### src/rtl/bctd_pkg.sv
package bctd_pkg;

  localparam logic [2:0] FMT_BC1 = 3'd0;
  localparam logic [2:0] FMT_BC2 = 3'd1;
  localparam logic [2:0] FMT_BC3 = 3'd2;
  localparam logic [2:0] FMT_BC4 = 3'd3;
  localparam logic [2:0] FMT_BC5 = 3'd4;

  localparam int QUEUE_DEPTH = 2;

  typedef struct packed {
    logic [2:0]       fmt;
    logic [3:0][31:0] pal;
    logic [31:0]      cidx;
    logic [7:0][7:0]  tab_a;
    logic [7:0][7:0]  tab_b;
    logic [47:0]      aidx;
    logic [47:0]      bidx;
    logic [63:0]      alo;
  } blk_t;

  typedef struct packed {
    logic [7:0] r;
    logic [7:0] g;
    logic [7:0] b;
    logic [7:0] a;
    logic       bc5;
    logic [3:0] idx;
    logic       last;
  } txl_t;

endpackage

### src/rtl/bctd_root.sv
module bctd_root (
  input  logic           clk,
  input  logic           rst_n,
  input  logic           en,
  input  logic           t_valid,
  input  bctd_pkg::txl_t t_txl,
  output logic           o_valid,
  output bctd_pkg::txl_t o_txl
);

  localparam int Steps = 8;

  typedef struct packed {
    bctd_pkg::txl_t t;
    logic [15:0]    x;
    logic [15:0]    q;
  } rst_t;

  logic  v_r   [Steps+1];
  rst_t  s_r   [Steps+1];
  rst_t  s_nxt [Steps+1];
  logic  o_valid_r;
  bctd_pkg::txl_t o_r, o_nxt;
  logic signed [18:0] dx, dy;
  logic signed [18:0] sq;
  logic [15:0]        stp;

  always_comb begin
    dx = $signed({10'd0, t_txl.r, 1'b0}) - 19'sd255;
    dy = $signed({10'd0, t_txl.g, 1'b0}) - 19'sd255;
    sq = 19'sd65025 - dx * dx - dy * dy;
    s_nxt[0].t = t_txl;
    s_nxt[0].x = sq[18] ? 16'd0 : sq[15:0];
    s_nxt[0].q = 16'd0;
    stp = 16'd0;
    for (int k = 0; k < Steps; k++) begin
      stp = 16'(1) << (14 - 2 * k);
      s_nxt[k+1] = s_r[k];
      if (s_r[k].x >= s_r[k].q + stp) begin
        s_nxt[k+1].x = s_r[k].x - (s_r[k].q + stp);
        s_nxt[k+1].q = (s_r[k].q >> 1) + stp;
      end else begin
        s_nxt[k+1].q = s_r[k].q >> 1;
      end
    end
  end

  always_comb begin
    o_nxt = s_r[Steps].t;
    if (s_r[Steps].t.bc5) begin
      o_nxt.b = 8'((s_r[Steps].q + 16'd255) >> 1);
    end
  end

  always_ff @(posedge clk) begin
    if (!rst_n) begin
      for (int k = 0; k <= Steps; k++) begin
        v_r[k] <= 1'b0;
      end
      o_valid_r <= 1'b0;
    end else if (en) begin
      v_r[0] <= t_valid;
      for (int k = 0; k < Steps; k++) begin
        v_r[k+1] <= v_r[k];
      end
      o_valid_r <= v_r[Steps];
    end
  end

  always_ff @(posedge clk) begin
    if (en) begin
      for (int k = 0; k <= Steps; k++) begin
        s_r[k] <= (k == 0) ? s_nxt[0] : s_nxt[k];
      end
      o_r <= o_nxt;
    end
  end

  assign o_valid = o_valid_r;
  assign o_txl   = o_r;

endmodule

### config.mk
export PLATFORM = sky130hd
export DESIGN_NAME = bctd_root
export DESIGN_NICKNAME = d
export VERILOG_FILES = /design/src/rtl/bctd_pkg.sv /design/src/rtl/bctd_root.sv
export SDC_FILE = /design/constraint.sdc
export NUM_CORES = 1
export LEC_CHECK = 0
export ABC_AREA = 0
export ABC_CLOCK_PERIOD_IN_PS = 9550
export BUFFER_PORTS_ARGS = -buffer_cell sky130_fd_sc_hd__buf_2
export CORE_MARGIN = 2
export CORE_UTILIZATION = 28
export CTS_CLUSTER_SIZE = 40
export DETAILED_ROUTE_END_ITERATION = 6
export GPL_ROUTABILITY_DRIVEN = 0
export PLACE_DENSITY_LB_ADDON = 0.25
export SYNTH_ARGS = -nofsm -noshare
export SYNTH_HDL_FRONTEND = slang
export SYNTH_SLANG_ARGS = --single-unit
### constraint.sdc
create_clock -name clk -period 9.55 [get_ports clk]
set_input_delay 1.4325 -clock clk [delete_from_list [all_inputs] [get_ports clk]]
set_output_delay 1.4325 -clock clk [all_outputs]
set_load 0.02 [all_outputs]
== Word-level counts from Yosys, hierarchy flattened ==
Memories as Yosys holds them, arrays and structs flattened. A register that Yosys moved wholly into a read port is not among the register bits.
Index checks and enable logic that the tools add are counted.

* Bits in latches: 0
* Memories: 2
* Memory bits (read-only): 0
* Flip-flop bits (word level): 38
* Word-level logic and storage cells: 90
* Input bits: 42
* Bits in writable memories: 639

{| class="wikitable"
|+ Memory list
! memory !! depth !! width !! read ports !! clocked after memory_dff !! wr ports !! line !! text
|-
| s_r || 9 || 70 || 9 || 0 || 9 || bctd_root.sv:20 || <nowiki>rst_t s_r [Steps+1];</nowiki>
|-
| v_r || 9 || 1 || 9 || 1 || 9 || bctd_root.sv:19 || <nowiki>logic v_r [Steps+1];</nowiki>
|}

* Divide/modulo/power cells: 0
* Shift operators: 0
* Reductions and logical operators: 1
* Muxes and demuxes: 32
* Equal/unequal tests: 0
* Bitwise operators: 9
* Multipliers: 2
* Add/subtract/negate cells: 29
* $lt $le $gt $ge: 8

{| class="wikitable"
|+ Operators with widths
! cell !! number
|-
| 16-bit two-way mux || 17
|-
| 16-bit >= comparator || 8
|-
| 16-bit subtractor || 8
|-
| 10-bit by 10-bit multiplier with 19-bit output || 2
|-
| 9-bit by 8-bit subtractor with 10-bit output (second input constant) || 2
|-
| 17-bit by 19-bit subtractor with 19-bit output (first input constant) || 1
|-
| 19-bit subtractor || 1
|-
| 15-bit by 1-bit adder with 16-bit output (second input constant) || 1
|-
| 15-bit by 11-bit adder with 16-bit output (second input constant) || 1
|-
| 15-bit by 13-bit adder with 16-bit output (second input constant) || 1
|-
| 15-bit by 15-bit adder with 16-bit output (second input constant) || 1
|-
| 15-bit by 3-bit adder with 16-bit output (second input constant) || 1
|-
| 15-bit by 5-bit adder with 16-bit output (second input constant) || 1
|-
| 15-bit by 7-bit adder with 16-bit output (second input constant) || 1
|-
| 15-bit by 9-bit adder with 16-bit output (second input constant) || 1
|-
| 16-bit by 1-bit adder with 16-bit output (second input constant) || 1
|-
| 16-bit by 11-bit adder with 16-bit output (second input constant) || 1
|-
| 16-bit by 13-bit adder with 16-bit output (second input constant) || 1
|-
| 16-bit by 15-bit adder with 16-bit output (second input constant) || 1
|-
| 16-bit by 3-bit adder with 16-bit output (second input constant) || 1
|-
| 16-bit by 5-bit adder with 16-bit output (second input constant) || 1
|-
| 16-bit by 7-bit adder with 16-bit output (second input constant) || 1
|-
| 16-bit by 9-bit adder with 16-bit output (second input constant) || 1
|-
| 1-bit two-way mux || 14
|-
| 4 further kinds || 12
|}

== Depth between registers and ports, before layout ==
* Depth after elaboration: 5
* Mapped depth: 27
* Gate-level depth less buffers: 25

== Worst setup path before layout ==
No wires, ideal clock.

* Kind: in2reg
* From: input port t_txl[31] (netlist name)
* To: memory s_r[0][24] (netlist name), data pin
* Arrival time: 7.952 ns
* Library setup time: 0.266 ns
* Setup slack: 1.332 ns
* Stages: 23
* Path buffers: 2
* Cells stage by stage: clkbuf_1 > xnor2_1 > nor2_1 > ha_1 > a211oi_1 > fa_1 > fa_1 > inv_1 > fa_1 > fa_1 > fa_1 > inv_1 > fa_1 > inv_1 > ha_1 > a21o_1 > a211oi_1 > o21ai_0 > nand2_1 > o21ai_0 > xnor2_1 > clkbuf_1 > nor2_1

{| class="wikitable"
|+ RTL lines
! what !! line !! text
|-
| start, declared || bctd_root.sv:6 || <nowiki>input bctd_pkg::txl_t t_txl,</nowiki>
|-
| end, declared || bctd_root.sv:20 ||
|}

==> impl_summary.txt <==
----------------------------------------------------
[Die]
  Die outline area ... approximately 94,000 µm²
  Die Height ... 307 µm
  Placeable core region ... roughly 91,000 µm²
  Num ports ... 81
  Cell Rows ... approximately 110
  Die width ... 307 µm
  Starting density of the core ... 28.1%

[Synthesis]
  Gate Count Post-Synth ... 1,670
  FFs w/ async S/R, synth ... 0%
  Number of unique standard cell types used by synthesis ... between 50 and 60
  Post-Syn Nets ... 2,020
  Fraction of synthesized cell area in xor and xnor cells ... roughly 2.4%
  Fraction of the yosys area taken by sequential cells ... roughly 64%
  Mean instance size in the synthesized netlist ... around 15 µm²
  Total of flip-flops plus latches after synthesis ... 546
  Fraction of the mapped netlist area in simple logic gates ... between 5 and 6%
  Count of flip-flops with a built-in enable after synthesis ... ~550
  Fraction of synthesized area in multiplexers ... 0.215%
  Largest family of logic cells by synthesized area ... adder cells
  Summed instance area of the synthesized netlist ... between 20,000 and 30,000 µm²
  Complex-gate fraction of the synthesized area ... around 2.9%
  Total number of yosys warnings ... 0
  Adder and majority gate portion of the synthesized area ... between 20% and 30%
  Ys flop type ... edfxtp_1

[Detailed routing]
  DR iter-0 viols ... a little over 700
  DRC viols ... 0
  Number of vias per cell ... between 4 and 5
  Routed WL ... 41.3 mm
  Via count ... ~12,000
  Pre-antenna DRT Iters ... 4
  Wire per inst ... 13.7 µm
  Post-DRT Antenna Nets ... 0

[Placed design]
  Number of placed instances with taps included ... 2,922
  Detailed placement HPWL ... between 20 and 30 mm
  Pre-CTS WS ... 1.27 ns
  Number of port buffers ... 80

[Outcome]
  Result of the run ... completed

[STA]
  Tightest slew margin relative to the limit ... 20.5%
  Setup ws final ... slightly below 2 ns
  Final Hold Violating Endpoints ... 0
  Count of final max-slew check failures ... 0
  Total Neg Setup Slack ... 0 ns
  Worst slack on hold paths ... a little over 0.4 ns
  Clock Skew ... approximately 0.021 ns
  Actual transition at the worst max-transition pin ... roughly 1.2 ns
  Setup repair after global routing missed its margin ... false
  Final setup violation count ... 0
  Highest attainable clock frequency ... 132 MHz
  Final critical delay including setup and external delays ... between 7 and 8 ns
  Portion of the clock cycle consumed by the worst path in the final layout ... ~80%

[Clocking]
  Post-CTS Hold Fix Bufs ... 0
  Maximum number of buffers from clock root to sink ... 3
  Clk sink count ... between 500 and 600
  Clock tree from TritonCTS ... built
  Number of buffers added by the clock tree synthesis step ... 56
  Clock slew at reported path FFs ... roughly 0.060 ns
  Clock root buffer master ... clkbuf_16
  CTS H-tree lvls ... 2
  Post-CTS Setup Inserts ... 0
  PostCTS Resize Cnt ... 0
  Clock latency on the worst-skew pair ... approximately 0.60 ns

[Critical path]
  Maximum fanout encountered on the critical timing path ... 15
  Critical path required time ... 9.90 ns
  Buf/Inv on CP ... 7
  Max incr delay on CP ... around 0.55 ns
  R2R depth ... 8
  Cell with the most instances on the worst path ... fa_1
  Startpoint type of the worst setup path ... input port
  Crit. Startpoint ... t_txl[29]
  Reg2Reg Launch Point ... s_r[0][356]
  Levels on crit path ... 23
  Highest-delay cell along the critical path ... fa_1
  Worst setup path class ... input port to register
  Arrival time worst endpoint ... 7.96 ns
  Cell-by-cell listing of the critical path ... buf_2 > inv_1 > nand2_1 > inv_1 > fa_1 > fa_1 > fa_1 > inv_1 > fa_1 > fa_1 > fa_1 > inv_1 > fa_1 > inv_1 > ha_1 > a21o_1 > a211oi_1 > o21ai_0 > nand2_1 > o21ai_0 > xnor2_1 > buf_4 > and3b_1
  Top Family by Delay on Critical Path ... adder cells
  Element type at the critical path end ... register

[Hold path]
  Hold Path Class ... register to register
  Min-Delay Startpoint ... s_r[0][259]
  Worst hold path cell count ... 0

[Global route]
  Antenna violations before repair ... 1
  Overflow left after global routing ... 0
  Number of global-route vias before repair ... approximately 14,000
  Pin count of the biggest net entering global routing ... 196
  All-layer global routing usage ... 9.09%
  First-pass GRT wire length ... 69.2 mm

[Finish]
  Fraction of layout cells with a size suffix above 1 ... under 10%
  Total inserted antenna cells ... 0
  Final net count ... approximately 2,100
  Area added between synthesis and finish ... 14.3%
  Non-filler cells in the finished layout ... a little over 3,000

[Run]
  Max_cap viols ... 0

----------------------------------------------------
## layout by cell type (no fill, tap or decap), types with 9 or more instances in the layout
cell | Yosys | routed
a21oi_1 | 38 | 38
nand2_1 | 67 | 67
xnor2_1 | 46 | 46
clkbuf_16 | 0 | 57
nor4_1 | 14 | 14
nor3_1 | 18 | 18
fa_1 | 181 | 181
inv_1 | 329 | 329
nand3_1 | 9 | 9
nor2b_1 | 12 | 12
o21ai_0 | 34 | 34
o21a_1 | 18 | 18
and3_1 | 9 | 9
buf_2 | 0 | 79
clkinv_2 | 0 | 13
nor2_1 | 90 | 90
ha_1 | 127 | 127
clkinv_1 | 0 | 11
xor2_1 | 23 | 23
edfxtp_1 | 545 | 545
nand2b_1 | 13 | 13
## path summary, 6_finish.rpt
| path | end | slack, ns |
|---|---|---|
| worst min register to register | s_r[0][329] | 0.40 |
| worst min-delay path | s_r[0][329] | 0.40 |
| worst max-delay path | s_r[0][23] | 1.95 |
| worst max register to register | s_r[0][445] | 6.56 |
## sequential cells by signal, summed over array words and instances, names as in the netlist
name / flops
o_txl: 38
o_valid: 1
s_r: 498
v_r: 9
## layer usage
layer	global-route usage, %	vias to the layer above	share of wire, %
li1	-	5901	-
met5	0	-	0
met4	4.20	0	4.4
met1	10.7	6154	41
met3	1.75	107	3.9
met2	15.9	182	50
## logic make-up after synthesis
group           Yosys count
flops                   546
buf+inv                 351
fa+ha+maj               308
simple gates            269
compound gates          121
xor+xnor                 69
mux                       5
other cells               1
## synthesized netlist by cell type (all sizes together), types with 12 or more instances
master	n	share of area, %
nor3	18	0.35
a21oi	38	0.74
inv	329	4.8
nand2b	13	0.32
nand2	68	1.0
nor2	90	1.3
nor2b	12	0.29
ha	127	6.2
nor4	15	0.42
o21ai	35	0.68
xnor2	46	1.6
o21a	18	0.53
clkbuf	20	0.29
edfxtp	545	64
fa	181	14
xor2	23	0.79
## layout make-up
type | count | area [µm²]
fill | 8898 | 61900
sequential | 546 | 16400
multi-input combinational | 773 | 7940
tap | 1186 | 1480
clock buffer | 63 | 1450
inverter | 329 | 1230
timing repair buffer | 88 | 495
clock inverter | 36 | 338
## per-stage QoR
stage / area (µm²) / util [%]
global route: 29300 / 32.1
floorplan: 25600 / -
detailed placement: 27500 / 30.2
global placement: 27500 / 30.2
CTS: 29300 / 32.1
finish: 29300 / 32.1
Power is not shown: default switching activity piles up to over one toggle a cycle in this logic, so the estimate is an artifact.
