**config.mk**
```make
export PLATFORM = sky130hd
export DESIGN_NAME = bctd_front
export DESIGN_NICKNAME = d
export VERILOG_FILES = /design/src/rtl/bctd_pkg.sv /design/src/rtl/bctd_front.sv
export SDC_FILE = /design/constraint.sdc
export NUM_CORES = 2
export LEC_CHECK = 0
export BUFFER_PORTS_ARGS = -buffer_cell sky130_fd_sc_hd__clkbuf_2
export CAP_MARGIN = 25
export CORE_MARGIN = 5
export CORE_UTILIZATION = 55
export CTS_CLUSTER_DIAMETER = 60
export CTS_CLUSTER_SIZE = 24
export DETAILED_ROUTE_END_ITERATION = 7
export PLACE_DENSITY = 0.7
export SLEW_MARGIN = 20
export SYNTH_ARGS = -nofsm -noshare
export SYNTH_HDL_FRONTEND = slang
export SYNTH_SLANG_ARGS = --single-unit
```
**constraint.sdc**
```tcl
create_clock -name clk -period 28.7 [get_ports clk]
set_input_delay 8.61 -clock clk [delete_from_list [all_inputs] [get_ports clk]]
set_output_delay 8.61 -clock clk [all_outputs]
set_load 0.05 [all_outputs]
```
**src/rtl/bctd_pkg.sv**
```systemverilog
package bctd_pkg;

  localparam logic [2:0] FMT_BC1 = 3'd0;
  localparam logic [2:0] FMT_BC2 = 3'd1;
  localparam logic [2:0] FMT_BC3 = 3'd2;
  localparam logic [2:0] FMT_BC4 = 3'd3;
  localparam logic [2:0] FMT_BC5 = 3'd4;

  localparam int QUEUE_DEPTH = 2;

  typedef struct packed {
    logic [2:0]       fmt;
    logic [3:0][31:0] pal;
    logic [31:0]      cidx;
    logic [7:0][7:0]  tab_a;
    logic [7:0][7:0]  tab_b;
    logic [47:0]      aidx;
    logic [47:0]      bidx;
    logic [63:0]      alo;
  } blk_t;

  typedef struct packed {
    logic [7:0] r;
    logic [7:0] g;
    logic [7:0] b;
    logic [7:0] a;
    logic       bc5;
    logic [3:0] idx;
    logic       last;
  } txl_t;

endpackage

```
**src/rtl/bctd_front.sv**
```systemverilog
module bctd_front #(
  parameter int Depth = bctd_pkg::QUEUE_DEPTH
) (
  input  logic              clk,
  input  logic              rst_n,
  input  logic [2:0]        fmt,
  input  logic              in_valid,
  output logic              in_stall,
  input  logic [63:0]       lo,
  input  logic [63:0]       hi,
  output logic              q_valid,
  output bctd_pkg::blk_t    q_head,
  input  logic              pop
);

  localparam int PW = (Depth > 1) ? $clog2(Depth) : 1;
  localparam int CW = $clog2(Depth + 1);

  function automatic logic [7:0] div3(input logic [9:0] x);
    logic [20:0] p;
    p = 21'(x) * 21'd683;
    return p[18:11];
  endfunction

  function automatic logic [7:0] div5(input logic [10:0] x);
    logic [22:0] p;
    p = 23'(x) * 23'd3277;
    return p[21:14];
  endfunction

  function automatic logic [7:0] div7(input logic [10:0] x);
    logic [22:0] p;
    p = 23'(x) * 23'd2341;
    return p[21:14];
  endfunction

  function automatic logic [7:0][7:0] chan_tab(input logic [15:0] h);
    logic [7:0][7:0] t;
    logic [7:0] a0, a1;
    a0 = h[7:0];
    a1 = h[15:8];
    t = '0;
    t[0] = a0;
    t[1] = a1;
    if (a0 > a1) begin
      for (int i = 1; i <= 6; i++) begin
        t[i+1] = div7(11'(a0) * 11'(7 - i) + 11'(a1) * 11'(i));
      end
    end else begin
      for (int i = 1; i <= 4; i++) begin
        t[i+1] = div5(11'(a0) * 11'(5 - i) + 11'(a1) * 11'(i));
      end
      t[6] = 8'd0;
      t[7] = 8'd255;
    end
    return t;
  endfunction

  bctd_pkg::blk_t q_r [Depth];
  logic [PW-1:0]  wp_r, rp_r;
  logic [CW-1:0]  cnt_r;
  bctd_pkg::blk_t ent;
  logic           push;
  logic [63:0]    ch;
  logic [15:0]    c0, c1;
  logic           four;
  logic [2:0][7:0] e0, e1;

  assign in_stall = (cnt_r == CW'(Depth));
  assign push     = in_valid && !in_stall;
  assign q_valid  = (cnt_r != '0);
  assign q_head   = q_r[rp_r];

  always_comb begin
    ch = (fmt == bctd_pkg::FMT_BC2 || fmt == bctd_pkg::FMT_BC3) ? hi : lo;
    c0 = ch[15:0];
    c1 = ch[31:16];
    four = (c0 > c1) || fmt == bctd_pkg::FMT_BC2 || fmt == bctd_pkg::FMT_BC3;
    e0[0] = {c0[15:11], c0[15:13]};
    e0[1] = {c0[10:5], c0[10:9]};
    e0[2] = {c0[4:0], c0[4:2]};
    e1[0] = {c1[15:11], c1[15:13]};
    e1[1] = {c1[10:5], c1[10:9]};
    e1[2] = {c1[4:0], c1[4:2]};
    ent.fmt = fmt;
    for (int c = 0; c < 3; c++) begin
      ent.pal[0][31-8*c -: 8] = e0[c];
      ent.pal[1][31-8*c -: 8] = e1[c];
      if (four) begin
        ent.pal[2][31-8*c -: 8] = div3({e0[c], 1'b0} + 10'(e1[c]));
        ent.pal[3][31-8*c -: 8] = div3(10'(e0[c]) + {e1[c], 1'b0});
      end else begin
        ent.pal[2][31-8*c -: 8] = 8'((10'(e0[c]) + 10'(e1[c])) >> 1);
        ent.pal[3][31-8*c -: 8] = 8'd0;
      end
    end
    ent.pal[0][7:0] = 8'd255;
    ent.pal[1][7:0] = 8'd255;
    ent.pal[2][7:0] = 8'd255;
    ent.pal[3][7:0] = four ? 8'd255 : 8'd0;
    ent.cidx  = ch[63:32];
    ent.tab_a = chan_tab(lo[15:0]);
    ent.tab_b = chan_tab(hi[15:0]);
    ent.aidx  = lo[63:16];
    ent.bidx  = hi[63:16];
    ent.alo   = lo;
  end

  always_ff @(posedge clk) begin
    if (push) begin
      q_r[wp_r] <= ent;
    end
  end

  always_ff @(posedge clk) begin
    if (!rst_n) begin
      wp_r  <= '0;
      rp_r  <= '0;
      cnt_r <= '0;
    end else begin
      if (push) begin
        wp_r <= (wp_r == PW'(Depth - 1)) ? '0 : wp_r + 1'b1;
      end
      if (pop) begin
        rp_r <= (rp_r == PW'(Depth - 1)) ? '0 : rp_r + 1'b1;
      end
      cnt_r <= cnt_r + CW'(push) - CW'(pop);
    end
  end

  a_cnt_bound: assert property (@(posedge clk) disable iff (!rst_n)
    cnt_r <= CW'(Depth)) else $error("queue count overflow");
  a_pop_nonempty: assert property (@(posedge clk) disable iff (!rst_n)
    pop |-> cnt_r != '0) else $error("pop from empty queue");
  a_push_count: assert property (@(posedge clk) disable iff (!rst_n)
    push && !pop |=> cnt_r == $past(cnt_r) + 1'b1) else $error("push not counted");

endmodule

```
# Word-level counts from Yosys, hierarchy flattened
# Memories as Yosys holds them, arrays and structs flattened. A register that Yosys moved wholly into a read port is not among the register bits.
# Cells that the tools add are included.
[op_classes]
eq_ne = 3
n_reduce_logical = 6
order_cmp = 3
n_addsub = 33
mul = 38
n_mux = 16
[op_table]
columns = ["op", "count"]
rows = [
  ["multiplier 11 x 12 -> 22 bit (second input constant)", 20],
  ["multiplier 10 x 10 -> 19 bit (second input constant)", 6],
  ["2-to-1 mux 48 bit", 2],
  ["multiplier 8 x 2 -> 10 bit (second input constant)", 8],
  ["2-to-1 mux 64 bit", 1],
  ["2-to-1 mux 8 bit", 7],
  ["adder 10 x 10 -> 11 bit", 4],
  ["multiplier 8 x 3 -> 11 bit (second input constant)", 4],
  ["adder 8 x 9 -> 10 bit", 3],
  ["adder 9 x 8 -> 10 bit", 3],
  ["adder 8 x 8 -> 9 bit", 3],
  ["adder 10 x 8 -> 11 bit", 2],
  ["adder 10 x 9 -> 11 bit", 2],
  ["adder 11 x 8 -> 11 bit", 2],
  ["adder 11 x 9 -> 11 bit", 2],
  ["adder 8 x 10 -> 11 bit", 2],
  ["adder 8 x 11 -> 11 bit", 2],
  ["adder 9 x 10 -> 11 bit", 2],
  ["adder 9 x 11 -> 11 bit", 2],
  ["greater-than comparator 16 bit", 1],
  ["greater-than comparator 8 bit", 2],
  ["2-to-1 mux 1 bit", 6],
  ["equality test 3 x 1 -> 1 bit (second input constant)", 1],
  ["equality test 3 x 2 -> 1 bit (second input constant)", 1],
  ["other kinds (8)", 11],
]
[word_totals]
in_bits = 135
ram_bits = 854
memories = 1
register_bits = 4
[memory_table]
columns = ["memory", "depth", "word_bits", "read_ports", "rd_ports_with_merged_regs", "write_ports", "line", "source"]
rows = [
  ["q_r", 2, 427, 1, 1, 1, "bctd_front.sv:59", "bctd_pkg::blk_t q_r [Depth];"],
]

# Depth between registers and ports, before layout
[logic_depth]
ltp_word = 7
depth_mapped = 33
mapped_depth_nobuf = 32

# Worst setup path before layout
# OpenSTA, ideal clock, no wires.
[synth_path]
kind = "input -> register"
start = "input in_valid"
end = "register wp_r"
setup_slack_ps = 4772
required_time_ps = 28576
arrival_time_ps = 23804
setup_ps = 124
n_path_buf = 0
path_stages = 3
path_cell_list = "nand2_1 -> nor2_1 -> o21a_1"
[synth_between]
elab_chain_len = 1
[synth_rtl]
columns = ["element", "line", "source"]
rows = [
  ["start: declaration", "bctd_front.sv:7", "input logic in_valid,"],
  ["logical AND 1 bit", "bctd_front.sv:70", "assign push = in_valid && !in_stall;"],
  ["end signal: assignment", "bctd_front.sv:122", "wp_r <= (wp_r == PW'(Depth - 1)) ? '0 : wp_r + 1'b1;"],
  ["end: declaration", "bctd_front.sv:60", "logic [PW-1:0] wp_r, rp_r;"],
]
# Every way passes these cells.
# A chain may end at the register's enable or synchronous reset.

==> results.md <==
* Longest Clk Path Bufs at 3
* Final setup viols at 0
* Max-cap violations at 0
* Initial antenna violation count at 12
* CP startpoint kind: input port
* Slew @ Worst Pin at 1.07 ns
* PortBufs at 563
* Initial DRC Count at 2527
* Pins over their slew limit at 0
* CTS tree: built
* Via count at 52700
* First-pass GRT wire length at 308000 µm
* Worst setup path end: q_r[1][415]
* Post-synth top flop: edfxtp_1
* Largest net degree at the start of global routing at 143
* Yosys reg bits at 685
* Core Area at 144000 µm²
* Filler cells at 11800
* Die H at 390 µm
* Status: completed
* Worst setup path start: fmt[0]
* Final Critical Period at 16.84 ns
* Unrepaired setup endpoints after global routing: false
* Syn Area/Cell at 11.4 µm²
* 1st-pass router iterations at 5
* Most used cell, CP: ha_1
* Slowest CP cell: o41ai_1
* Critical Path End Type: register
* Setup TNS at 0 ns
* Total wire length at 196000 µm
* Crit Path Max Fanout at 41
* Post-synth EDFFs at 680
* DR WL/cell at 20.7 µm
* Reg-to-reg critical path startpoint: cnt_r[0]
* CTS root buf: clkbuf_16
* Area of the multi-input gates at 54100 µm²
* Worst min path class: register to register
* # Post-CTS Setup Buffers at 0
* Chip width at 390 µm
* Clock skew at 0.0485 ns
* Ratio of cells with drive above 1 in the final layout at 15.2%
* Worst Path Required at 29.11 ns
* CP Class: input port to register
* R2r setup slk at 24.23 ns
* Skew-Pair Late Insertion Delay at 0.70 ns
* Mapped Cells at 6963
* Area added between synthesis and finish at 8.71%
* Ys Warns at 0
* Worst r2r path cells at 7
* Final GP Congestion at 0.917
* Cell variety after synth at 83
* Final period util at 58.7%
* FF/Latch Area at 20500 µm²
* Antenna Nets Post-Route at 0
* R2r endpoint: q_r[0][240]
* Async set-or-reset flop fraction in the synthesized netlist at 0%
* Nets at 10100
* Slew HR at 28.2%
* PostCTS Resize Cnt at 0
* IO Count at 588
* Die area at 152000 µm²
* Non-filler cells, final at 9438
* Final Util at 60.1%
* CP max stage delay at 0.60 ns
* DRC viols at 0
* Vias in the first global route at 55600
* Vias/cell at 5.58
* Clk sinks at 685
* Hold Buf Count CTS at 0
* Share of the yosys chip area belonging to registers at 25.8%
* F_max at 0.0594 GHz
* Initial Utilization at 55.3%
* H-tree depth at 2
* FP Rows at 139
* TritonCTS buffer count at 61
* Grt ovf at 0
* WP data arrival at 17.26 ns
* Reg clk slew, reported paths at 0.08 ns
* Placed Instances at 9320
* Hold Fails Final Rpt at 0
* GRT Util Overall at 25.7%
* Post-Syn Area at 79500 µm²
* Post-DP HPWL at 160000 µm
==> metrics by stage <==
stage	hold WS, ns	setup slack, ns	cell area, µm²
after global routing	0.611	11.09	86400
after detailed placement	0.575	11.05	84100
after floorplan	0.542	4.77	79500
after global placement	0.563	11.07	84100
final	0.588	11.86	86400
after CTS	0.592	11.79	86400
==> placed cells by master, fill, tap and decap left out, types with 116 or more instances in the layout <==
| cell | count |
|---|---|
| inv_1 | 1038 |
| a21oi_1 | 274 |
| fa_1 | 607 |
| clkbuf_2 | 563 |
| xnor2_1 | 309 |
| nand2_1 | 167 |
| nor2_1 | 250 |
| xor2_1 | 129 |
| ha_1 | 1879 |
| o21ai_0 | 176 |
| a21o_1 | 116 |
| mux2_2 | 374 |
| edfxtp_1 | 680 |
==> per-layer routing <==
layer / routed length, µm / vias up / GRT usage, %
li1: - / 25400 / -
met1: 83700 / 25900 / 33.4
met2: 95300 / 1149 / 45.0
met3: 10500 / 251 / 3.56
met4: 6000 / 10 / 6.99
met5: 60 / - / 0
==> sequential cells by signal, indices dropped and copies added (netlist names), named ones only <==
name and flops:
cnt_r 2, q_r 680, rp_r 1, wp_r 1
==> critical path, delay by kind of cell <==
family / cells / cell delay, ns
compound gates: 10 / 3.18
fa+ha+maj: 8 / 2.90
buf+inv: 6 / 1.65
simple gates: 6 / 0.55
xor+xnor: 2 / 0.31
==> area by class of cell <==
cell class | count | area share [%]
clock inverter | 49 | 0.827
multi-input combinational | 5082 | 62.6
sequential | 685 | 23.8
tap | 1903 | 2.76
clock buffer | 66 | 1.81
timing repair buffer | 612 | 3.73
inverter | 1038 | 4.51
antenna | 3 | 0.00869
==> kinds of logic (layout without fill, tap and decap cells) <==
group	Yosys count	in the layout	synth area share, %
other cells	1	27	0.00472
compound gates	922	922	7.50
buf+inv	1219	1765	6.29
fa+ha+maj	2486	2486	44.9
xor+xnor	443	443	4.96
flops	685	685	25.8
simple gates	804	804	4.87
mux	403	403	5.67
==> synth_stat cells, types with 22 or more instances <==
| cell type | count | area share, % |
|---|---|---|
| a211oi_1 | 22 | 0.21 |
| a21o_1 | 116 | 1.1 |
| a21oi_1 | 274 | 1.7 |
| a31oi_1 | 26 | 0.20 |
| and2_1 | 28 | 0.22 |
| buf_4 | 111 | 1.0 |
| clkbuf_1 | 65 | 0.31 |
| edfxtp_1 | 680 | 26 |
| fa_1 | 607 | 15 |
| ha_1 | 1879 | 30 |
| inv_1 | 1038 | 4.9 |
| mux2_2 | 374 | 5.3 |
| mux2i_1 | 29 | 0.37 |
| nand2_1 | 168 | 0.79 |
| nand2b_1 | 41 | 0.32 |
| nand3_1 | 74 | 0.47 |
| nand4_1 | 22 | 0.17 |
| nor2_1 | 251 | 1.2 |
| nor2b_1 | 54 | 0.43 |
| nor3_1 | 70 | 0.44 |
| o21a_1 | 56 | 0.53 |
| o21ai_0 | 179 | 1.1 |
| o21bai_1 | 74 | 0.70 |
| or3_1 | 25 | 0.20 |
| xnor2_1 | 309 | 3.4 |
| xor2_1 | 129 | 1.4 |
==> how the worst min path moves through the flow <==
| stage | cells past startpoint | slack [ns] | to | from |
|---|---|---|---|---|
| final | 2 | 0.59 | register | rp_r |
| after global routing | 2 | 0.61 | register | rp_r |
| after CTS | 2 | 0.59 | register | rp_r |
| after detailed placement | 2 | 0.58 | register | rp_r |
| after global placement | 2 | 0.56 | register | rp_r |
| after floorplan | 2 | 0.54 | wp_r | wp_r |
Power is left out: the tool's default activity adds up to more than one toggle a clock period on the data nets, which glitch-free logic cannot reach.
