$ cat config.mk
export PLATFORM = sky130hd
export DESIGN_NAME = bctd_back
export DESIGN_NICKNAME = d
export VERILOG_FILES = /design/src/rtl/bctd_pkg.sv /design/src/rtl/bctd_back.sv
export SDC_FILE = /design/constraint.sdc
export NUM_CORES = 1
export LEC_CHECK = 0
export ABC_AREA = 1
export BUFFER_PORTS_ARGS = -buffer_cell sky130_fd_sc_hd__buf_4
export CAP_MARGIN = 20
export CORE_AREA = 2 2 194 196
export DETAILED_ROUTE_END_ITERATION = 10
export DIE_AREA = 0 0 196 198
export GPL_TIMING_DRIVEN = 1
export PLACE_DENSITY_LB_ADDON = 0.2
export SLEW_MARGIN = 10
export SYNTH_ARGS = -nofsm -noshare
export SYNTH_HDL_FRONTEND = slang
export SYNTH_SLANG_ARGS = --single-unit
$ cat constraint.sdc
create_clock -name clk -period 2.3 [get_ports clk]
set_input_delay 0.46 -clock clk [delete_from_list [all_inputs] [get_ports clk]]
set_output_delay 0.46 -clock clk [all_outputs]
set_load 0.03 [all_outputs]
$ cat src/rtl/bctd_pkg.sv
package bctd_pkg;

  localparam logic [2:0] FMT_BC1 = 3'd0;
  localparam logic [2:0] FMT_BC2 = 3'd1;
  localparam logic [2:0] FMT_BC3 = 3'd2;
  localparam logic [2:0] FMT_BC4 = 3'd3;
  localparam logic [2:0] FMT_BC5 = 3'd4;

  localparam int QUEUE_DEPTH = 2;

  typedef struct packed {
    logic [2:0]       fmt;
    logic [3:0][31:0] pal;
    logic [31:0]      cidx;
    logic [7:0][7:0]  tab_a;
    logic [7:0][7:0]  tab_b;
    logic [47:0]      aidx;
    logic [47:0]      bidx;
    logic [63:0]      alo;
  } blk_t;

  typedef struct packed {
    logic [7:0] r;
    logic [7:0] g;
    logic [7:0] b;
    logic [7:0] a;
    logic       bc5;
    logic [3:0] idx;
    logic       last;
  } txl_t;

endpackage

$ cat src/rtl/bctd_back.sv
module bctd_back (
  input  logic           clk,
  input  logic           rst_n,
  input  logic           en,
  input  logic           q_valid,
  input  bctd_pkg::blk_t q_head,
  output logic           pop,
  output logic           t_valid,
  output bctd_pkg::txl_t t_txl
);

  logic [3:0]     cnt_r;
  logic           t_valid_r;
  bctd_pkg::txl_t t_r, t_nxt;
  logic [1:0]     ci;
  logic [2:0]     ai, bi;
  logic [3:0]     nib;
  logic [31:0]    pe;

  assign pop     = en && q_valid && (cnt_r == 4'hF);
  assign t_valid = t_valid_r;
  assign t_txl   = t_r;

  always_comb begin
    ci  = q_head.cidx[2*cnt_r +: 2];
    ai  = q_head.aidx[3*cnt_r +: 3];
    bi  = q_head.bidx[3*cnt_r +: 3];
    nib = q_head.alo[4*cnt_r +: 4];
    pe  = q_head.pal[ci];
    t_nxt.r    = pe[31:24];
    t_nxt.g    = pe[23:16];
    t_nxt.b    = pe[15:8];
    t_nxt.a    = pe[7:0];
    t_nxt.bc5  = 1'b0;
    t_nxt.idx  = cnt_r;
    t_nxt.last = (cnt_r == 4'hF);
    case (q_head.fmt)
      bctd_pkg::FMT_BC2: begin
        t_nxt.a = {nib, nib};
      end
      bctd_pkg::FMT_BC3: begin
        t_nxt.a = q_head.tab_a[ai];
      end
      bctd_pkg::FMT_BC4: begin
        t_nxt.r = q_head.tab_a[ai];
        t_nxt.g = q_head.tab_a[ai];
        t_nxt.b = q_head.tab_a[ai];
        t_nxt.a = 8'd255;
      end
      bctd_pkg::FMT_BC5: begin
        t_nxt.r   = q_head.tab_a[ai];
        t_nxt.g   = q_head.tab_b[bi];
        t_nxt.a   = 8'd255;
        t_nxt.bc5 = 1'b1;
      end
      default: begin
      end
    endcase
  end

  always_ff @(posedge clk) begin
    if (!rst_n) begin
      cnt_r     <= '0;
      t_valid_r <= 1'b0;
    end else if (en) begin
      t_valid_r <= q_valid;
      if (q_valid) begin
        cnt_r <= cnt_r + 1'b1;
      end
    end
  end

  always_ff @(posedge clk) begin
    if (en) begin
      t_r <= t_nxt;
    end
  end

endmodule

## Yosys cells after proc, flatten, opt, wreduce, memory -nomap -nowiden

Cells that the tools add are included.

| word-level totals | value |
|---|---|
| bits in registers | 43 |
| input bits | 455 |
| output and inout port bits | 40 |
| logic and storage cells | 37 |

| operators by class | value |
|---|---|
| shift-type cells | 4 |
| add/subtract/negate cells | 1 |
| multiply operators | 1 |
| mux-type cells | 10 |
| magnitude comparators | 3 |
| reduce and logical (&&, ||, !) cells | 4 |
| equality and inequality tests | 5 |

Operators with widths:

| operator | number |
|---|---|
| indexed part select 48 x 7 -> 3 bit | 2 |
| binary-select mux 32 bit (select 2 bit) | 1 |
| indexed part select 64 x 7 -> 4 bit | 1 |
| binary-select mux 8 bit (select 3 bit) | 2 |
| two-way mux 32 bit | 1 |
| one-hot mux 16 bit (2 select lines) | 1 |
| indexed part select 32 x 6 -> 2 bit | 1 |
| two-way mux 8 bit | 3 |
| one-hot mux 8 bit (3 select lines) | 1 |
| < comparator 3 x 4 -> 1 bit, second input constant | 2 |
| equality test 3 x 2 -> 1 bit, second input constant | 2 |
| multiplier 2 x 4 -> 6 bit, first input constant | 1 |
| adder 4 x 1 -> 4 bit, second input constant | 1 |
| equality test 4 bit, second input constant | 1 |
| equality test 3 x 1 -> 1 bit, second input constant | 1 |
| equality test 3 bit, second input constant | 1 |
| < comparator 2 x 3 -> 1 bit, second input constant | 1 |
| logical AND 1 bit | 2 |
| AND reduction 2 bit | 1 |
| OR reduction 2 bit | 1 |
| two-way mux 1 bit | 1 |

## Logic depth before layout (Yosys ltp)

Gate-level depths: netlist of run 1.

| depth | value |
|---|---|
| depth after elaboration | 5 |
| mapped depth | 17 |
| gate-level depth less buffers | 14 |

## Worst setup path after synthesis of run 1

Ideal clock, no wire load.

| timing path | value |
|---|---|
| kind | input -> register |
| start | input port q_head[449] (netlist bit) |
| end | register t_r (netlist bit t_txl[32]), data pin |
| setup slack | 0.372 ns |
| path buffers | 1 |
| arrival time | 1.674 ns |
| setup time | 0.254 ns |
| stages on the path | 8 |
| cells stage by stage | inv_1 > nor3_2 > inv_2 > nand2_1 > inv_2 > buf_1 > a21oi_1 > nor2_1 |

RTL lines:

| element | line | text |
|---|---|---|
| start, declared | bctd_back.sv:6 | `input bctd_pkg::blk_t q_head,` |
| end signal, assigned | bctd_back.sv:75 | `t_r <= t_nxt;` |
| end, declared | bctd_back.sv:14 | `bctd_pkg::txl_t t_r, t_nxt;` |

==> results of run 1 <==
==> kinds of logic after synthesis <==
logic type	Yosys count
compound gates	161
fa+ha+maj	1
buf+inv	208
flops	43
simple gates	742
==> final timing paths <==
path,from,endpoint,slack (ns),cells after the start
setup / recovery,cnt_r[0]$_SDFFE_PN0P_,t_txl[33]$_DFFE_PP_,-0.002,14
hold / removal,rst_n,cnt_r[1]$_SDFFE_PN0P_,0.43,3
setup reg to reg,cnt_r[0]$_SDFFE_PN0P_,t_txl[33]$_DFFE_PP_,-0.002,14
hold reg to reg,cnt_r[3]$_SDFFE_PN0P_,t_txl[4]$_DFFE_PP_,0.48,0
==> metal layers <==
metal	up-vias	share of wire [%]	global-route usage, %
met4	4	1.4	3.17
met3	29	6.5	3.93
li1	4904	-	-
met5	-	0.14	0
met2	421	52	37.0
met1	4768	40	22.5
==> worst max-delay path: cells and delay by family (launching register included) <==
kind / cells / cell delay (ns)
flip-flops: 1 / 0.36
AND/OR/NAND/NOR: 9 / 0.91
buffers and inverters: 4 / 0.60
AO/OA/AOI/OAI: 1 / 0.18
==> sequential cells by signal (all words and copies together), names as in the netlist <==
name,count
t_txl,38
cnt_r,4
t_valid,1
==> repair_timing <==
| action | 4_1_cts | 5_1_grt |
|---|---|---|
| setup endpoints to repair | 29 | 33 |
| cloned | 0 | 25 |
| gates resized for setup | 30 | 288 |
| buffers inserted | 2 | 23 |
| pin swaps | 1 | 95 |
==> per-stage QoR <==
stage | setup slack [ns] | instance area [um2]
floorplan | 0.372 | 6650
global placement | -0.167 | 11100
detailed placement | -0.157 | 11100
CTS | -0.0255 | 11500
global route | -0.0735 | 13400
finish | -0.00205 | 13500
==> power by group <==
group / leakage [uW] / total (uW) / internal [uW] / switching, uW
combinational: 0.00619 / 3760 / 1750 / 2010
clock: 0.0000748 / 762 / 413 / 349
sequential: 0.000416 / 1020 / 981 / 39.8
==> synthesized netlist by cell type <==
cell type  number  area, um2
nand2_4         1       11.3
a31oi_1         6       37.5
buf_2          38        190
inv_2           8       30.0
nor2_8          1       20.0
a21oi_4         2       32.5
buf_1           2       7.51
nand3b_4        1       20.0
nand2_2         5       31.3
edfxtp_1       38       1140
nor3_1          1       5.00
nand2_1       328       1230
buf_6          16        180
o211ai_1       10       75.1
clkbuf_1        3       11.3
o221ai_1        2       17.5
nand3b_1       52        390
a22oi_1         2       15.0
a21oi_1        40        200
a22o_1          4       35.0
nor3_2          3       30.0
inv_1         118        443
nand3_1       227       1140
a21oi_2         2       17.5
nand3_2         9       90.1
ha_1            1       12.5
nor2_1        111        417
clkbuf_4        1       7.51
o21bai_4        1       18.8
inv_4           1       6.26
buf_4          16        120
buf_8           3       45.0
dfxtp_1         5        100
o22ai_1         8       50.1
o21ai_0        62        310
inv_6           2       17.5
o21ai_1        22        110
nor2_4          3       33.8
==> layout make-up <==
cell class	count	area (um2)	area share, %
inverters	129	534	3.97
diodes	3	7.51	0.0558
repair inverters	1	11.3	0.0837
clock inverters	3	26.3	0.195
repair buffers	611	5310	39.5
flip-flops and latches	43	1250	9.26
clock buffers	5	125	0.930
well taps	474	593	4.41
multi-input cells	904	5600	41.6
==> qor.csv, run 1 <==
metric;value;unit
hold_slack;0.427;ns
drive_gt1_share;51.7;%
antenna_found_initial;4;
muxShareOfSynthArea;0;%
critPathKind;flip-flop to flip-flop;
cts_root_buf;clkbuf_16;
start_util;18.0;%
powerDensity;412;mW/mm2
synth_compound_area_share;13.8;%
clock-sinks;43;
violations;negative setup slack;
wl;43900;um
ys_ff_latch;43;
dieArea;0.0388;mm2
setup_ws;-0.00205;ns
fin_crit_sh;100;%
dr.pass1.iters;5;
final_nets;2151;
grt_pass1_vias;9487;
report.final.slew_viol_count;0;
core-area;0.0370;mm2
slowest_delay;0.36;ns
final-hold-violation-count;0;
worst_ep_arrival_time;2.36;ns
crit_path_top_delay_cell;dfxtp_4;
hold_class;input pin to flip-flop;
final_common_cell;buf_4;
slew_headroom;62.4;%
io_pins;495;
drv_cap;0;
worst_pin_slew;0.564;ns
dp_hpwl;33700;um
synth_cell_types;38;
cp-end-kind;flip-flop;
final.fill_count;4021;
utilization;36.4;%
grt_pass1_wl;56800;um
synth_warnings;0;
gp_congestion;0.909;
final_cell_mix;546 x buf_4, 278 x nand2_1, 115 x inv_1;
synth_top_family_by_area;simple AND/OR/NAND/NOR gates;
fmax;0.434;GHz
cts_buffers;5;
syn_nets;1611;
die_w;196;um
via_per_inst;4.66;
start_kind;flip-flop;
rsz0062_at_grt;true;
place.port_buffers;494;
cp.required;2.36;ns
rows;71;
avgSynthCellArea;5.76;um2
synth_xor_area_share;0;%
drt-initial-drc-count;514;
final.setup.tns;-0.00205;ns
power.total;5540;uW
cts_hold_buf;0;
area_growth;102;%
p_leak;0.00668;uW
worstSkewPairLatency;0.30;ns
synthCells;1155;
synth.yosys.seq_area_share;18.7;%
fin_cells;2173;
path_max_fanout;8;
grtUsageTotal;19.4;%
finalClockSkew;0.00362;ns
placedCellCount;2112;
antenna_left;0;
wl_per_cell;20.2;um
period_needed;2.30;ns
synth_adder_area_share;0.188;%
grt_max_degree;40;
cts_max_level;2;
cts.reportedPaths.clkPinSlew;0.07;ns
vias;10126;
run_status;complete, but fails checks;
syn_area;0.00665;mm2
path_cells;buf_12 > buf_12 > buf_8 > nand2_1 > nand3_1 > nand3_2 > nand3_4 > nand2_8 > clkbuf_16 > nand2_4 > nand3_4 > nand3_4 > a21oi_4 > nor2_1;
die_y;198;um
cts_tree;yes;
worst_path_most_repeated_cell;nand3_4;
cts_max_path_buffers;2;
synth-simple-area-share;51.4;%
setup_viol_count_final;1;
drc;0;
grt_remaining_overflow;0;
worst_ir_drop_vdd;0.000261;V
No activity file was read; power rests on OpenSTA's default activity.
==> run 2: changes to the inputs <==
- REMOVE_ABC_BUFFERS: default -> 1
==> qor.csv, run 2 (synthesis results as in run 1) <==
metric;value;unit;change
cp-end-kind;flip-flop;;unchanged
area_growth;81.9;%;was 102%
antenna_found_initial;7;;was 4
dr.pass1.iters;5;;unchanged
fin_crit_sh;99.4;%;was 100%
dieArea;0.0388;mm2;unchanged
worst_pin_slew;0.613;ns;was 0.564 ns
grtUsageMet1;22.1;%;was 22.5%
worst_path_most_repeated_cell;nand3_1;;was nand3_4
powerDensity;415;mW/mm2;was 412 mW/mm2
final_nets;2131;;was 2,151
antenna_left;0;;unchanged
worst_ir_drop_vdd;0.000222;V;was 0.000261 V
report.final.slew_viol_count;0;;unchanged
die_y;198;um;unchanged
rows;71;;unchanged
p_leak;0.00616;uW;was 0.00668 uW
use_met3;4.91;%;was 3.93%
crit_path_top_delay_cell;dfxtp_4;;unchanged
vias;9781;;was 10,126
final-hold-violation-count;0;;unchanged
wl_per_cell;18.5;um;was 20.2 um
cts_tree;yes;;unchanged
grt_use_met2;34.6;%;was 37.0%
cts_root_buf;clkbuf_16;;unchanged
place.port_buffers;494;;unchanged
setup_ws;0.0137;ns;was -0.00205 ns
cp.required;2.34;ns;was 2.36 ns
dp_hpwl;32600;um;was 33,700 um
path_max_fanout;12;;was 8
worst_ep_arrival_time;2.33;ns;was 2.36 ns
placedCellCount;2123;;was 2,112
final.setup.tns;0;ns;was -0.00205 ns
drive_gt1_share;41.7;%;was 51.7%
gp_congestion;0.883;;was 0.909
core-area;0.0370;mm2;unchanged
worstSkewPairLatency;0.30;ns;about the same
via_per_inst;4.54;;was 4.66
cts_hold_buf;0;;unchanged
cts_max_level;2;;unchanged
final_cell_mix;548 x buf_4, 321 x nand2_1, 188 x nand3_1;;was 546 x buf_4, 278 x nand2_1, 115 x inv_1
critPathKind;flip-flop to flip-flop;;unchanged
clock-sinks;43;;unchanged
wl;39800;um;was 43,900 um
slowest_delay;0.47;ns;was 0.36 ns
fin_cells;2153;;was 2,173
grtUsageTotal;19.0;%;was 19.4%
setup_viol_count_final;0;;was 1
drt-initial-drc-count;428;;was 514
cts.reportedPaths.clkPinSlew;0.07;ns;about the same
power.total;5010;uW;was 5540 uW
final_common_cell;buf_4;;unchanged
period_needed;2.29;ns;was 2.30 ns
drc;0;;unchanged
hold_class;input pin to flip-flop;;unchanged
cts_max_path_buffers;2;;unchanged
grt_max_degree;41;;was 40
largest_reg_flops;38;;unchanged
cts_buffers;5;;unchanged
start_util;18.0;%;unchanged
grt_pass1_vias;9446;;was 9,487
slew_headroom;59.1;%;was 62.4%
die_w;196;um;unchanged
gr-max-usage-layer;met2;;unchanged
rsz0062_at_grt;true;;unchanged
grt_remaining_overflow;0;;unchanged
path_cells;buf_12 > buf_4 > nand2_1 > nand3_1 > nand2_1 > nand2_2 > nand2_4 > o21bai_4 > buf_12 > nand3_1 > nand3_2 > nand3_4 > nand3_1;;was buf_12 > buf_12 > buf_8 > nand2_1 > nand3_1 > nand3_2 > nand3_4 > nand2_8 > clkbuf_16 > nand2_4 > nand3_4 > nand3_4 > a21oi_4 > nor2_1
run_status;complete, no violations;;was complete, but fails checks
finalClockSkew;0.00524;ns;was 0.00362 ns
drv_cap;0;;unchanged
post-place-ws;-0.215;ns;was -0.157 ns
io_pins;495;;unchanged
grt_pass1_wl;55900;um;was 56,800 um
fmax;0.437;GHz;was 0.434 GHz
start_kind;flip-flop;;unchanged
## run 2: changes by cell type in the layout (fill, tap and decap cells not counted), sizes merged
cell / delta
buf: -8
bufinv: +1
clkbuf: -15
clkinv: -2
inv: +2
nor2: +1
o21bai: +1
## run 2: cell type report
| cell class | count | area [um2] |
|---|---|---|
| Tap cell | 474 | 593 |
| Inverter | 129 | 507 |
| Fill cell | 4093 | 24900 |
| Antenna cell | 3 | 7.51 |
| Timing Repair inverter | 2 | 17.5 |
| Clock buffer | 5 | 125 |
| Sequential cell | 43 | 1250 |
| Multi-Input combinational cell | 906 | 4710 |
| Timing Repair Buffer | 588 | 4840 |
| Clock inverter | 3 | 43.8 |
## run 2: report_power, final
part	internal (uW)	leakage [uW]	switching (uW)	total, uW
clock network	514	0.0000838	341	855
registers	981	0.000416	40.5	1020
logic	1480	0.00566	1660	3140
total	2970	0.00616	2040	5010
## run 2: routing by layer
metal | up-vias | routed length, um
li1 | 4854 | -
met1 | 4477 | 15900
met2 | 401 | 20000
met3 | 41 | 3100
met4 | 8 | 774
met5 | - | 47
## run 2: worst max-delay path, delay by kind of cell, from the launching register on
kind | cells | cell delay, ns
flops | 1 | 0.47
compound gates | 1 | 0.24
simple gates | 9 | 0.84
buf+inv | 3 | 0.47
## run 2: per-stage QoR
| step | area (um2) | hold slack [ns] | utilization (%) |
|---|---|---|---|
| 2_1_floorplan | 6090 | 0.451 | - |
| 3_3_place_gp | 11200 | 0.510 | 30.4 |
| 4_1_cts | 11500 | 0.433 | 31.1 |
| 6_report | 12100 | 0.446 | 32.7 |
| 3_5_place_dp | 11200 | 0.504 | 30.4 |
| 5_1_grt | 12100 | 0.440 | 32.7 |
## run 2: worst paths after layout
kind	startpoint	end	slack, ns	cells after the start
setup / recovery	cnt_r[0]$_SDFFE_PN0P_	t_txl[29]$_DFFE_PP_	0.01	13
hold / removal	rst_n	t_valid$_SDFFE_PN0P_	0.45	3
setup reg to reg	cnt_r[0]$_SDFFE_PN0P_	t_txl[29]$_DFFE_PP_	0.01	13
hold reg to reg	t_valid$_SDFFE_PN0P_	t_valid$_SDFFE_PN0P_	0.51	2
## run 2: what timing repair did
action                                  4_1_cts  5_1_grt
buffers inserted                              2        8
pin swaps                                     2       17
endpoints found under the setup margin       18       32
endpoints found under the hold margin         0        0
gates cloned                                  1        8
gates resized for setup                      11       85
==> run 3: changes to the inputs <==
==> constraint.sdc (replaced) <==
create_clock -name clk -period 2.3 [get_ports clk]
set_input_delay 0.23 -clock clk [delete_from_list [all_inputs] [get_ports clk]]
set_output_delay 0.23 -clock clk [all_outputs]
set_load 0.03 [all_outputs]
==> qor.csv, run 3 (synthesis results as in run 1) <==
metric;value;unit;change
crit_cells;14;;was 13
vias;9862;;was 9,781
rr_worst_depth;14;;was 13
wl_per_cell;18.7;um;was 18.5 um
via_per_inst;4.57;;was 4.54
grtUsageTotal;18.9;%;was 19.0%
final_cell_mix;548 x buf_4, 318 x nand2_1, 184 x nand3_1;;was 548 x buf_4, 321 x nand2_1, 188 x nand3_1
clock-sinks;43;;unchanged
start_kind;flip-flop;;unchanged
power.switching;2110;uW;was 2040 uW
worst_ep_arrival_time;2.44;ns;was 2.33 ns
cts_max_level;2;;unchanged
dr.pass1.iters;7;;was 5
pwr-share-comb;61.6;%;was 62.6%
core-area;0.0370;mm2;unchanged
wl;40400;um;was 39,800 um
slew_headroom;58.8;%;was 59.1%
worst_pin_slew;0.618;ns;was 0.613 ns
area_growth;85.2;%;was 81.9%
crit_path_top_delay_cell;dfxtp_4;;unchanged
period_needed;2.28;ns;was 2.29 ns
worst_ir_drop_vdd;0.000366;V;was 0.000222 V
path_cells;buf_12 > buf_12 > buf_4 > nand2_2 > nand3_2 > nand2_2 > a21oi_4 > nor2_4 > nor2_8 > nand3_1 > nand3_1 > buf_4 > nand3_2 > a21oi_2;;was buf_12 > buf_4 > nand2_1 > nand3_1 > nand2_1 > nand2_2 > nand2_4 > o21bai_4 > buf_12 > nand3_1 > nand3_2 > nand3_4 > nand3_1
p_leak;0.00623;uW;was 0.00616 uW
p_clk_share;19.0;%;was 17.0%
die_w;196;um;unchanged
run_status;complete, no violations;;unchanged
r2r_slack;0.02;ns;was 0.01 ns
final_nets;2136;;was 2,131
switching_share;40.3;%;was 40.7%
maxUsedRoutingLayer;met5;;unchanged
place.port_buffers;494;;unchanged
largest_reg_flops;38;;unchanged
wl_met2;20000;um;about the same
report.final.slew_viol_count;0;;unchanged
cp-end-kind;flip-flop;;unchanged
hold_class;input pin to flip-flop;;unchanged
drive_gt1_share;43.2;%;was 41.7%
min_path_cells;3;;unchanged
dp_hpwl;31900;um;was 32,600 um
cts_root_buf;clkbuf_16;;unchanged
worst-path-buf-inv;4;;was 3
gp_congestion;0.859;;was 0.883
cts.reportedPaths.clkPinSlew;0.07;ns;about the same
finalClockSkew;0.00589;ns;was 0.00524 ns
drc;0;;unchanged
fmax;0.439;GHz;was 0.437 GHz
cts_buffers;5;;unchanged
powerDensity;426;mW/mm2;was 415 mW/mm2
cts_hold_buf;0;;unchanged
p_int;3130;uW;was 2970 uW
hold_slack;0.217;ns;was 0.446 ns
start_util;18.0;%;unchanged
grt_remaining_overflow;0;;unchanged
final.setup.tns;0;ns;unchanged
worstSkewPairLatency;0.30;ns;about the same
antenna_left;0;;unchanged
cp.required;2.46;ns;was 2.34 ns
drv_cap;0;;unchanged
die_y;198;um;unchanged
critPathKind;flip-flop to flip-flop;;unchanged
fin_crit_sh;99.0;%;was 99.4%
io_pins;495;;unchanged
critPathTopFamily;simple AND/OR/NAND/NOR gates;;unchanged
wl_met1;16600;um;was 15,900 um
drt-initial-drc-count;398;;was 428
dieArea;0.0388;mm2;unchanged
cts_tree;yes;;unchanged
met3_length;2660;um;was 3100 um
rows;71;;unchanged
slowest_delay;0.41;ns;was 0.47 ns
grt_max_degree;40;;was 41
antenna_found_initial;5;;was 7
grt_pass1_wl;55700;um;was 55,900 um
final_common_cell;buf_4;;unchanged
cts_max_path_buffers;2;;unchanged
setup_viol_count_final;0;;unchanged
p_seq_share;19.5;%;was 20.4%
final-hold-violation-count;0;;unchanged
rsz0062_at_grt;true;;unchanged
path_max_fanout;8;;was 12
grt_pass1_vias;9643;;was 9,446
==> run 3: timing repair <==
| item | 4_1_cts | 5_1_grt |
|---|---|---|
| endpoints found under the setup margin | 11 | 32 |
| gates cloned | 0 | 13 |
| pin swaps | 0 | 40 |
| resized for setup | 9 | 135 |
| setup buffers | 0 | 17 |
==> run 3: through the flow <==
stage	instance area (um2)	std cells	power, uW	setup WS [ns]	utilization, %
floorplan	6090	1076	2370	-2.99	-
global placement	11200	2118	3910	-0.0750	30.3
detailed placement	11200	2118	3920	-0.112	30.3
CTS	11400	2126	4940	0.00494	30.9
global route	12300	2156	5590	-0.0840	33.3
finish	12300	2157	5240	0.0224	33.3
==> run 3: cell type report <==
type / count / area (um2)
well taps: 474 / 593
multi-input cells: 906 / 4790
fillers: 4112 / 24600
clock buffers: 5 / 125
inverters: 129 / 519
repair buffers: 592 / 4940
diodes: 2 / 5.00
flip-flops and latches: 43 / 1250
clock inverters: 3 / 67.6
repair inverters: 3 / 26.3
==> run 3: final timing paths <==
| check | start | end |
|---|---|---|
| max reg2reg | cnt_r[0]$_SDFFE_PN0P_ | t_txl[7]$_DFFE_PP_ |
| min | rst_n | t_valid$_SDFFE_PN0P_ |
| max | cnt_r[0]$_SDFFE_PN0P_ | t_txl[7]$_DFFE_PP_ |
| min reg2reg | cnt_r[3]$_SDFFE_PN0P_ | t_txl[4]$_DFFE_PP_ |
==> run 3: metal layers <==
layer | track usage [%] | vias up
li1 | - | 4857
met1 | 23.0 | 4536
met2 | 33.3 | 410
met3 | 4.00 | 55
met4 | 5.58 | 4
met5 | 0 | -
==> run 3: power by group through the flow <==
| stage | logic [uW] | registers, uW | clock network (uW) |
|---|---|---|---|
| 3_5_place_dp | 2870 | 1040 | 0 |
| 6_report | 3230 | 1020 | 994 |
| 4_1_cts | 2900 | 1020 | 1020 |
| 3_3_place_gp | 2870 | 1040 | 0 |
| 2_1_floorplan | 1120 | 1250 | 0 |
| 5_1_grt | 3510 | 1030 | 1040 |
==> run 3: tightest hold or removal path, cell delays in order <==
cell	delay, ns
buf_4	0.13
inv_1	0.07
a21oi_1	0.04
